## src/design/rsls_pkg.sv

```systemverilog
// ============================================================================
// rsls_pkg
// Shared types and constants for the range signal light sequencer.
// ============================================================================
`default_nettype none

package rsls_pkg;

    // Width of the millisecond-scaled compare path (covers up to 1000 ticks/s)
    localparam int CMP_W = 30;

    // Width of a configuration register (milliseconds)
    localparam int CFG_W = 20;

    // Scaled elapsed counter: holds (elapsed_ticks + 1) * 1000
    localparam logic [CMP_W-1:0] MS_STEP    = 30'd1000;
    localparam logic [CMP_W-1:0] SCALED_SAT = 30'd1048576000;

    // Configuration register indexes
    typedef enum logic [1:0] {
        CFG_CALL_MS   = 2'd0,
        CFG_SHOOT_MS  = 2'd1,
        CFG_EXPIRE_MS = 2'd2
    } cfg_idx_t;

    // Sequencer phase, one-hot
    typedef enum logic [3:0] {
        PH_IDLE   = 4'b0001,
        PH_CALL   = 4'b0010,
        PH_SHOOT  = 4'b0100,
        PH_EXPIRE = 4'b1000
    } phase_t;

    // Phase codes as reported on the result stream
    localparam logic [1:0] PCODE_IDLE   = 2'd0;
    localparam logic [1:0] PCODE_CALL   = 2'd1;
    localparam logic [1:0] PCODE_SHOOT  = 2'd2;
    localparam logic [1:0] PCODE_EXPIRE = 2'd3;

    // Beep requests
    localparam logic [1:0] BEEP_NONE  = 2'd0;
    localparam logic [1:0] BEEP_SHORT = 2'd1;
    localparam logic [1:0] BEEP_LONG  = 2'd2;

    // Whistle blast counts
    localparam logic [1:0] WHISTLE_NONE  = 2'd0;
    localparam logic [1:0] WHISTLE_SHOOT = 2'd1;
    localparam logic [1:0] WHISTLE_CALL  = 2'd2;
    localparam logic [1:0] WHISTLE_STOP  = 2'd3;

    // Result item as packed into the master tdata
    typedef struct packed {
        logic [6:0] pad;
        logic [1:0] phase_now;
        logic [1:0] beep_request;
        logic [1:0] whistle_blasts;
        logic       orange_lamp;
        logic       green_lamp;
        logic       red_lamp;
    } result_t;

endpackage

`default_nettype wire

```

## src/design/range_signal_light_sequencer.sv

```systemverilog
// ============================================================================
// range_signal_light_sequencer
// Range signal light sequencer driven by one millisecond tick per item.
// ============================================================================
//
// Usage:
//   s_* channel: one item per timer tick, s_tdata[0] = start key,
//   s_tdata[1] = stop key. m_* channel: one result per tick with lamps,
//   whistle blast count, beep request and the current phase.
//   cfg_* port: phase lengths in milliseconds, written while idle; the
//   write also scales the length by TICKS_PER_SECOND, so the next tick may
//   follow in the very next cycle.
//   The result of an item is registered, on m_tdata in the cycle after
//   it is accepted. Throughput: one item per cycle while m_tready is
//   high; the single output register refills in the cycle it drains.
//   Stall: while m_tvalid is high and m_tready is low, the result is held
//   and s_tready is low, so no tick is lost.
//   Reset: phase idle (red lit), counters cleared, phase lengths back to
//   10 s call, 120 s shooting and 30 s expiring; no result is pending.
//   Timeouts are compared in a millisecond-scaled domain, (ticks+1)*1000
//   against length*TICKS_PER_SECOND, so no divider is needed.
//
`default_nettype none

module range_signal_light_sequencer #(
    parameter int TICKS_PER_SECOND = 1000,
    parameter int WARN_WINDOW_MS   = 5000
) (
    input  wire logic                       clk,
    input  wire logic                       rst_n,
    // slave stream: [0] start_key, [1] stop_key
    input  wire logic                       s_tvalid,
    output logic                            s_tready,
    input  wire logic [7:0]                 s_tdata,
    // master stream: [0] red_lamp, [1] green_lamp, [2] orange_lamp,
    // [4:3] whistle_blasts, [6:5] beep_request, [8:7] phase_now
    output logic                            m_tvalid,
    input  wire logic                       m_tready,
    output logic [15:0]                     m_tdata,
    // configuration write port
    input  wire logic                       cfg_wen,
    input  wire logic [1:0]                 cfg_idx,
    input  wire logic [rsls_pkg::CFG_W-1:0] cfg_wdata
);

    import rsls_pkg::*;

    localparam int MSEC_W = $clog2(TICKS_PER_SECOND);
    localparam logic [MSEC_W-1:0] MSEC_LAST = MSEC_W'(TICKS_PER_SECOND - 1);
    localparam logic [CFG_W-1:0]  WARN_MS   = CFG_W'(WARN_WINDOW_MS);
    localparam int WARN_RST_MS = (30000 >= WARN_WINDOW_MS) ? 30000 - WARN_WINDOW_MS : 0;
    localparam logic [CMP_W-1:0] CALL_RST   = CMP_W'(10000 * TICKS_PER_SECOND);
    localparam logic [CMP_W-1:0] SHOOT_RST  = CMP_W'(120000 * TICKS_PER_SECOND);
    localparam logic [CMP_W-1:0] EXPIRE_RST = CMP_W'(30000 * TICKS_PER_SECOND);
    localparam logic [CMP_W-1:0] WARN_RST   = CMP_W'(WARN_RST_MS * TICKS_PER_SECOND);

    // Phase lengths scaled by ticks per second
    logic [CMP_W-1:0] call_prod_reg;
    logic [CMP_W-1:0] shoot_prod_reg;
    logic [CMP_W-1:0] expire_prod_reg;
    logic [CMP_W-1:0] warn_prod_reg;
    logic [CFG_W-1:0] warn_ms;

    // Sequencer state
    phase_t           phase_reg, phase_next;
    logic [CMP_W-1:0] scaled_reg, scaled_next, scaled_inc;
    logic [MSEC_W-1:0] msec_reg, msec_next, msec_inc;
    logic [1:0]       whistle;
    logic [1:0]       beep;

    // Output register
    logic             out_valid_reg;
    result_t          out_data_reg;
    result_t          result;
    logic             in_fire;
    logic             start_key;
    logic             stop_key;

    assign start_key = s_tdata[0];
    assign stop_key  = s_tdata[1];
    assign s_tready  = !out_valid_reg || m_tready;
    assign in_fire   = s_tvalid && s_tready;
    assign m_tvalid  = out_valid_reg;
    assign m_tdata   = out_data_reg;

    // Saturated warning window start in milliseconds
    assign warn_ms = (cfg_wdata >= WARN_MS) ? cfg_wdata - WARN_MS : '0;

    // Scale configuration writes into the compare domain
    always_ff @(posedge clk or negedge rst_n)
    begin
        if (!rst_n)
        begin
            call_prod_reg   <= CALL_RST;
            shoot_prod_reg  <= SHOOT_RST;
            expire_prod_reg <= EXPIRE_RST;
            warn_prod_reg   <= WARN_RST;
        end
        else if (cfg_wen)
        begin
            case (cfg_idx)
                CFG_CALL_MS:
                begin
                    call_prod_reg <= CMP_W'(cfg_wdata) * CMP_W'(TICKS_PER_SECOND);
                end
                CFG_SHOOT_MS:
                begin
                    shoot_prod_reg <= CMP_W'(cfg_wdata) * CMP_W'(TICKS_PER_SECOND);
                end
                CFG_EXPIRE_MS:
                begin
                    expire_prod_reg <= CMP_W'(cfg_wdata) * CMP_W'(TICKS_PER_SECOND);
                    warn_prod_reg   <= CMP_W'(warn_ms) * CMP_W'(TICKS_PER_SECOND);
                end
                default:
                begin
                end
            endcase
        end
    end

    // Advance counters and phase for one tick
    always_comb
    begin
        scaled_inc  = (scaled_reg == SCALED_SAT) ? scaled_reg : scaled_reg + MS_STEP;
        msec_inc    = (msec_reg == MSEC_LAST) ? '0 : msec_reg + 1'b1;
        phase_next  = phase_reg;
        scaled_next = scaled_inc;
        msec_next   = msec_inc;
        whistle     = WHISTLE_NONE;
        beep        = BEEP_NONE;
        case (phase_reg)
            PH_IDLE:
            begin
                scaled_next = scaled_reg;
                msec_next   = msec_reg;
                if (start_key)
                begin
                    phase_next  = PH_CALL;
                    scaled_next = MS_STEP;
                    msec_next   = '0;
                    whistle     = WHISTLE_CALL;
                    beep        = (call_prod_reg >= MS_STEP) ? BEEP_SHORT : BEEP_NONE;
                end
            end
            PH_CALL:
            begin
                if (stop_key)
                begin
                    phase_next  = PH_IDLE;
                    scaled_next = MS_STEP;
                    msec_next   = '0;
                    beep        = BEEP_LONG;
                end
                else if (start_key || (scaled_inc > call_prod_reg))
                begin
                    phase_next  = PH_SHOOT;
                    scaled_next = MS_STEP;
                    msec_next   = '0;
                    whistle     = WHISTLE_SHOOT;
                end
                else if (msec_inc == '0)
                begin
                    beep = BEEP_SHORT;
                end
            end
            PH_SHOOT:
            begin
                if (stop_key)
                begin
                    phase_next  = PH_IDLE;
                    scaled_next = MS_STEP;
                    msec_next   = '0;
                    whistle     = WHISTLE_STOP;
                    beep        = BEEP_LONG;
                end
                else if (start_key)
                begin
                    phase_next  = PH_CALL;
                    scaled_next = MS_STEP;
                    msec_next   = '0;
                    whistle     = WHISTLE_CALL;
                    beep        = (call_prod_reg >= MS_STEP) ? BEEP_SHORT : BEEP_NONE;
                end
                else if (scaled_inc > shoot_prod_reg)
                begin
                    phase_next  = PH_EXPIRE;
                    scaled_next = MS_STEP;
                    msec_next   = '0;
                    beep        = ((MS_STEP > warn_prod_reg) &&
                                   (MS_STEP <= expire_prod_reg)) ? BEEP_SHORT : BEEP_NONE;
                end
            end
            PH_EXPIRE:
            begin
                if (stop_key || (scaled_inc > expire_prod_reg))
                begin
                    phase_next  = PH_IDLE;
                    scaled_next = MS_STEP;
                    msec_next   = '0;
                    whistle     = WHISTLE_STOP;
                    beep        = BEEP_LONG;
                end
                else if (start_key)
                begin
                    phase_next  = PH_CALL;
                    scaled_next = MS_STEP;
                    msec_next   = '0;
                    whistle     = WHISTLE_CALL;
                    beep        = (call_prod_reg >= MS_STEP) ? BEEP_SHORT : BEEP_NONE;
                end
                else if ((msec_inc == '0) && (scaled_inc > warn_prod_reg) &&
                         (scaled_inc <= expire_prod_reg))
                begin
                    beep = BEEP_SHORT;
                end
            end
            default:
            begin
                phase_next  = PH_IDLE;
                scaled_next = MS_STEP;
                msec_next   = '0;
            end
        endcase
    end

    // Assemble the result item from the next phase
    always_comb
    begin
        result                = '0;
        result.whistle_blasts = whistle;
        result.beep_request   = beep;
        case (phase_next)
            PH_IDLE:
            begin
                result.red_lamp  = 1'b1;
                result.phase_now = PCODE_IDLE;
            end
            PH_CALL:
            begin
                result.red_lamp  = 1'b1;
                result.phase_now = PCODE_CALL;
            end
            PH_SHOOT:
            begin
                result.green_lamp = 1'b1;
                result.phase_now  = PCODE_SHOOT;
            end
            PH_EXPIRE:
            begin
                result.orange_lamp = 1'b1;
                result.phase_now   = PCODE_EXPIRE;
            end
            default:
            begin
                result.red_lamp  = 1'b1;
                result.phase_now = PCODE_IDLE;
            end
        endcase
    end

    // Update state on each accepted tick
    always_ff @(posedge clk or negedge rst_n)
    begin
        if (!rst_n)
        begin
            phase_reg  <= PH_IDLE;
            scaled_reg <= MS_STEP;
            msec_reg   <= '0;
        end
        else if (in_fire)
        begin
            phase_reg  <= phase_next;
            scaled_reg <= scaled_next;
            msec_reg   <= msec_next;
        end
    end

    // Hold the result until it is taken
    always_ff @(posedge clk or negedge rst_n)
    begin
        if (!rst_n)
        begin
            out_valid_reg <= 1'b0;
        end
        else if (s_tready)
        begin
            out_valid_reg <= s_tvalid;
        end
    end

    always_ff @(posedge clk)
    begin
        if (in_fire)
        begin
            out_data_reg <= result;
        end
    end

    // Checks
    a_fire_gives_result: assert property (@(posedge clk) disable iff (!rst_n)
        in_fire |=> m_tvalid)
        else $error("accepted tick produced no result");

    a_msec_in_range: assert property (@(posedge clk) disable iff (!rst_n)
        msec_reg <= MSEC_LAST)
        else $error("position within second out of range");

    a_long_beep_idle: assert property (@(posedge clk) disable iff (!rst_n)
        (m_tvalid && (m_tdata[6:5] == BEEP_LONG)) |-> (m_tdata[8:7] == PCODE_IDLE))
        else $error("long beep outside of stop");

    a_call_whistle: assert property (@(posedge clk) disable iff (!rst_n)
        (m_tvalid && (m_tdata[4:3] == WHISTLE_CALL)) |-> (m_tdata[8:7] == PCODE_CALL))
        else $error("call whistle without call phase");

    a_one_lamp: assert property (@(posedge clk) disable iff (!rst_n)
        m_tvalid |-> $onehot(m_tdata[2:0]))
        else $error("lamp pattern not one-hot");

endmodule

`default_nettype wire

```

## config.mk

```make
export PLATFORM = sky130hd
export DESIGN_NAME = range_signal_light_sequencer
export DESIGN_NICKNAME = d
export VERILOG_FILES = /design/src/design/rsls_pkg.sv /design/src/design/range_signal_light_sequencer.sv
export SDC_FILE = /design/constraint.sdc
export NUM_CORES = 1
export LEC_CHECK = 0
export BUFFER_PORTS_ARGS = -buffer_cell sky130_fd_sc_hd__buf_4
export CAP_MARGIN = 5
export CORE_ASPECT_RATIO = 0.6
export CORE_MARGIN = 4
export CORE_UTILIZATION = 65
export DETAILED_ROUTE_END_ITERATION = 12
export MAX_ROUTING_LAYER = met4
export PLACE_DENSITY = 0.84
export SETUP_SLACK_MARGIN = 0.3
export SYNTH_ARGS = -nofsm -noshare
export SYNTH_HDL_FRONTEND = slang
export SYNTH_SLANG_ARGS = --single-unit
```

## constraint.sdc

```tcl
create_clock -name clk -period 5.7 [get_ports clk]
set_clock_uncertainty 0.1 [all_clocks]
set_input_delay 0.57 -clock clk [delete_from_list [all_inputs] [get_ports clk]]
set_output_delay 0.57 -clock clk [all_outputs]
set_load 0.03 [all_outputs]
```

Word-level counts from Yosys, hierarchy flattened:

Cells that the tools add are included.

* add/subtract/negate cells: 3
* multiply operators: 2
* div/mod/pow operators: 0
* magnitude comparators: 9
* equal/unequal tests: 12
* shift-type cells: 0
* muxes and demuxes: 52
* bitwise gates (word level): 0
* reductions and logical operators: 15

Operators with widths (number)
* two-way mux 30 bit: 9
* > comparator 30 bit: 4
* case mux 30 bit (4 select lines): 1
* two-way mux 10 bit: 9
* multiplier 20 x 7 -> 27 bit (second input constant): 2
* case mux 10 bit (4 select lines): 1
* adder 30 x 10 -> 30 bit (second input constant): 1
* == test 30 bit (second input constant): 1
* >= comparator 30 x 10 -> 1 bit (second input constant): 1
* > comparator 10 x 30 -> 1 bit (first input constant): 1
* less-or-equal comparator 10 x 30 -> 1 bit (first input constant): 1
* less-or-equal comparator 30 bit: 1
* two-way mux 4 bit: 7
* >= comparator 20 x 13 -> 1 bit (second input constant): 1
* two-way mux 20 bit: 1
* subtractor 20 x 13 -> 20 bit (second input constant): 1
* case mux 2 bit (4 select lines): 2
* case mux 4 bit (4 select lines): 1
* two-way mux 1 bit: 14
* two-way mux 2 bit: 6
* adder 10 x 1 -> 10 bit (second input constant): 1
* == test 10 bit (second input constant): 1
* logical NOT 10 bit: 1
* == test 4 x 2 -> 1 bit (second input constant): 2
* other kinds (13): 23

* flip-flop bits (word level): 162
* latch bits: 0
* bits in writable memories: 0
* ROM bits: 0
* input bits: 35
* output and inout port bits: 18
* word-level logic and storage cells: 107
* memories: 0

Depth between registers and ports, before layout:

* depth after elaboration: 10
* depth in mapped cells: 30

Worst setup path after synthesis:

OpenSTA, ideal clock, no wires.

* path kind: in2reg
* from: input cfg_wdata[5] (netlist name)
* to: register warn_prod_reg[28]
* arrival time: 6.301 ns
* slack: -0.831 ns
* cell stages on the path: 27
* buffers on the path: 1
* cells stage by stage: inv_1 > ha_1 > nand2_1 > nand2_1 > a21oi_1 > o211ai_1 > o21ai_0 > nand2_1 > a21boi_1 > clkbuf_1 > nor2_1 > ha_1 > fa_1 > inv_1 > fa_1 > fa_1 > inv_1 > ha_1 > o21ai_0 > o21a_1 > o311ai_1 > a311oi_2 > nor2b_1 > a41o_1 > o31ai_1 > xor2_1 > o21ai_1

* longest elaborated chain between the ends: 3

Ends and longest elaborated chain
* start: declaration: line range_signal_light_sequencer.sv:43 `input wire logic [rsls_pkg::CFG_W-1:0] cfg_wdata`
* subtractor 20 x 13 -> 20 bit / >= comparator 20 x 13 -> 1 bit (equally long branches): line range_signal_light_sequencer.sv:87 `assign warn_ms = (cfg_wdata >= WARN_MS) ? cfg_wdata - WARN_MS : '0;`
* two-way mux 20 bit *: line range_signal_light_sequencer.sv:87
* multiplier 20 x 7 -> 27 bit *: line range_signal_light_sequencer.sv:113 `warn_prod_reg <= CMP_W'(warn_ms) * CMP_W'(TICKS_PER_SECOND);`
* end signal: assignment: line range_signal_light_sequencer.sv:113
* end: declaration: line range_signal_light_sequencer.sv:61 `logic [CMP_W-1:0] warn_prod_reg;`

Mark *: on every way between the ends. The rest lies on a longest branch, timed or not.
A chain may end at the register's enable or synchronous reset.

Final worst setup path:

* from: input cfg_wdata[5] (netlist name)
* to: register warn_prod_reg[29]

Same word-level chain as after synthesis.

==> reports/metrics.yaml <==
clock_network:
  cts_tree: "done"
  cts_sinks: 159
  root_buffer: "clkbuf_16"
  clk_pin_slew_ns: 0.06
  cts_buffers: 17
  clk_latency_ns: 0.45
  cts_buffer_depth: 2
  htreeDepth: 4
sta:
  fin_crit_sh_pct: 109
  timing.final.max_slew_violations: 0
  worst_pin_slew_ns: 1.05
  slew_headroom_pct: 30.2
  finalCriticalPeriod_ns: 6.20
  hold_ws_ns: 0.100
  rsz0062_at_grt: "yes"
  hold_viol: 0
  fin_tns_setup_ns: -2.87
  fin_ws_ns: -0.498
  fmax_ghz: 0.161
  setup_viol: 11
global_route:
  grt_pass1_vias: 14600
  track_usage_pct: 34.3
  grt_pass1_wl_um: 76100
  antenna_found_initial: 0
  grt_max_degree: 106
  grt_overflow: 0
setup_path:
  r2r_cells: 19
  worstPathRequired_ns: 5.89
  endpoint_kind: "register"
  r2r_start: "scaled_reg[6]"
  r2r_end: "msec_reg[2]"
  worstPathArrival_ns: 6.39
  start_kind: "primary input"
  path_class: "primary input to register"
  rrSetupSlack_ns: 0.53
  path_max_fanout: 4
synthesis:
  avgSynthCellArea_um2: 9.20
  synth.most_common_cell: "ha_1"
  synth_commonest_cells: "255 x ha_1, 254 x inv_1, 196 x nand2_1"
  synth_seq_area_share_pct: 24.2
  synth_ff_type: "dfrtp_1"
  synth_edf_count: 9
  synth_area_leaders: "ha_1 19%, fa_1 16%, dfrtp_1 15%, dfstp_2 7.3%, inv_1 5.6%"
  yosys_warnings: 0
  async_reset_ff_share_pct: 94.3
  synth_top_cell_by_area: "ha_1"
  netlist_area_um2: 16900
  synthDistinctLibCells: 77
  synth_cells: 1835
  yosys.area.top_type_share_pct: 18.9
  synth_seq_cells: 159
floorplanning:
  io_pins: 53
  dieArea_um2: 28700
  die_y_um: 133
  rows: 45
  die_width_um: 216
  start_util_pct: 66.4
  core_um2: 25400
detailed_routing:
  drc: 0
  firstDrtPassIters: 6
  drtIter0Drc: 1820
  drt-total-wl_um: 48100
  num_vias: 14600
  ant_nets: 0
  wire_per_inst_um: 20.1
  vias_per_cell: 6.08
final_layout:
  diodes: 0
  final_cell_count_no_fill: 2397
  layout-drive-gt1-share_pct: 21.8
  nets: 2460
  area_growth_pct: 19.1
  fin_util_pct: 79.0
  fill_cells: 1592
  register_area_um2: 4080
  multi_input_area_um2: 12300
power:
  cellPowerDensity_nw_per_um2: 611
  max-vdd-ir-drop_mv: 0.723
  power_uw: 12300
  leakage_uw: 0.00974
place:
  hpwlAfterDp_um: 37000
  gp_congestion: 0.965
  portBuffers: 39
  place_inst: 2343
run:
  drv_cap: 0
outcome:
  status: "finished, violations left"
  violations: "negative setup slack"
min_path:
  hold_class: "primary input to asynchronous set/reset pin"
per-layer routing:
| layer | vias to the layer above | share of wire [%] | track usage, % |
|---|---|---|---|
| li1 | 6614 | - | - |
| met1 | 7117 | 43 | 48.5 |
| met2 | 714 | 44 | 49.7 |
| met3 | 132 | 10 | 8.70 |
| met4 | 0 | 2.6 | 9.17 |
| met5 | - | 0 | - |
critical path: stages:
cell and delay, ns:
buf_8 0.08, clkinvlp_4 0.15, ha_4 0.22, nand2_4 0.07, nand2_4 0.06, a21oi_4 0.16
o211ai_1 0.13, o21ai_1 0.18, nand2_2 0.10, a21boi_4 0.19, buf_12 0.14, or2_4 0.15
buf_6 0.11, fa_1 0.44, fa_1 0.55, fa_1 0.45, fa_1 0.57, inv_2 0.05
ha_4 0.23, a211o_1 0.32, o31ai_4 0.34, a31oi_4 0.20, a31oi_4 0.25, nor3_2 0.06
a2111oi_2 0.36, xnor2_1 0.17, o21ai_1 0.08
through the flow:
step           worst slack, ns  cell area [um^2]
2_1_floorplan           -0.302             17300
3_3_place_gp            -0.689             19000
3_5_place_dp            -0.947             19000
4_1_cts                 -0.256             19900
5_1_grt                 -0.670             20100
6_report                -0.498             20100
where the power goes:
| part | internal [uW] | switching (uW) |
|---|---|---|
| sequential | 1620 | 350 |
| clock | 596 | 467 |
| combinational | 4240 | 5020 |
| total | 6460 | 5840 |
worst max-delay path by stage:
stage            startpoint           endpoint  slack [ns]  cells past startpoint
4_1_cts        cfg_wdata[5]  warn_prod_reg[28]       -0.26                     28
2_1_floorplan  cfg_wdata[5]  warn_prod_reg[29]       -0.30                     24
5_1_grt        cfg_wdata[5]  warn_prod_reg[29]       -0.67                     27
3_3_place_gp   cfg_wdata[5]  warn_prod_reg[29]       -0.69                     25
3_5_place_dp   cfg_wdata[5]  warn_prod_reg[29]       -0.95                     29
6_report       cfg_wdata[5]  warn_prod_reg[29]       -0.50                     27
repair_timing:
action | 4_1_cts | 5_1_grt
setup endpoints to repair | 13 | 53
hold buffers | 0 | 0
pin swaps | 31 | 28
setup buffers | 12 | 10
resized for setup | 45 | 38
endpoints found under the hold margin | 0 | 0
cell usage in the layout (no fill, tap or decap), drive strengths merged, types with 26 or more instances in the layout:
cell type    n
nor2        69
nand2      197
nand4       26
ha         255
xnor2       52
a21o        48
dfrtp      103
inv        253
fa         138
buf        222
o21ai      156
xor2        39
a21oi       93
nand3       44
dfstp       47
final cells by class:
| class | instances | share of cell area, % |
|---|---|---|
| clock buffer | 21 | 2.19 |
| sequential | 159 | 20.3 |
| timing repair buffer | 222 | 8.81 |
| clock inverter | 11 | 0.467 |
| multi-input combinational | 1378 | 61.3 |
| inverter | 254 | 4.79 |
| tap | 352 | 2.19 |
logic make-up after synthesis:
group           count (synthesis)  share of synthesized area [%]
compound gates                393                           14.1
other cells                     1                         0.0222
buf+inv                       304                           6.93
fa+ha+maj                     393                           35.3
mux                            17                           1.13
simple gates                  477                           13.7
xor+xnor                       91                           4.76
flops                         159                           24.2
Note: power is estimated with default switching activity, not from simulation.
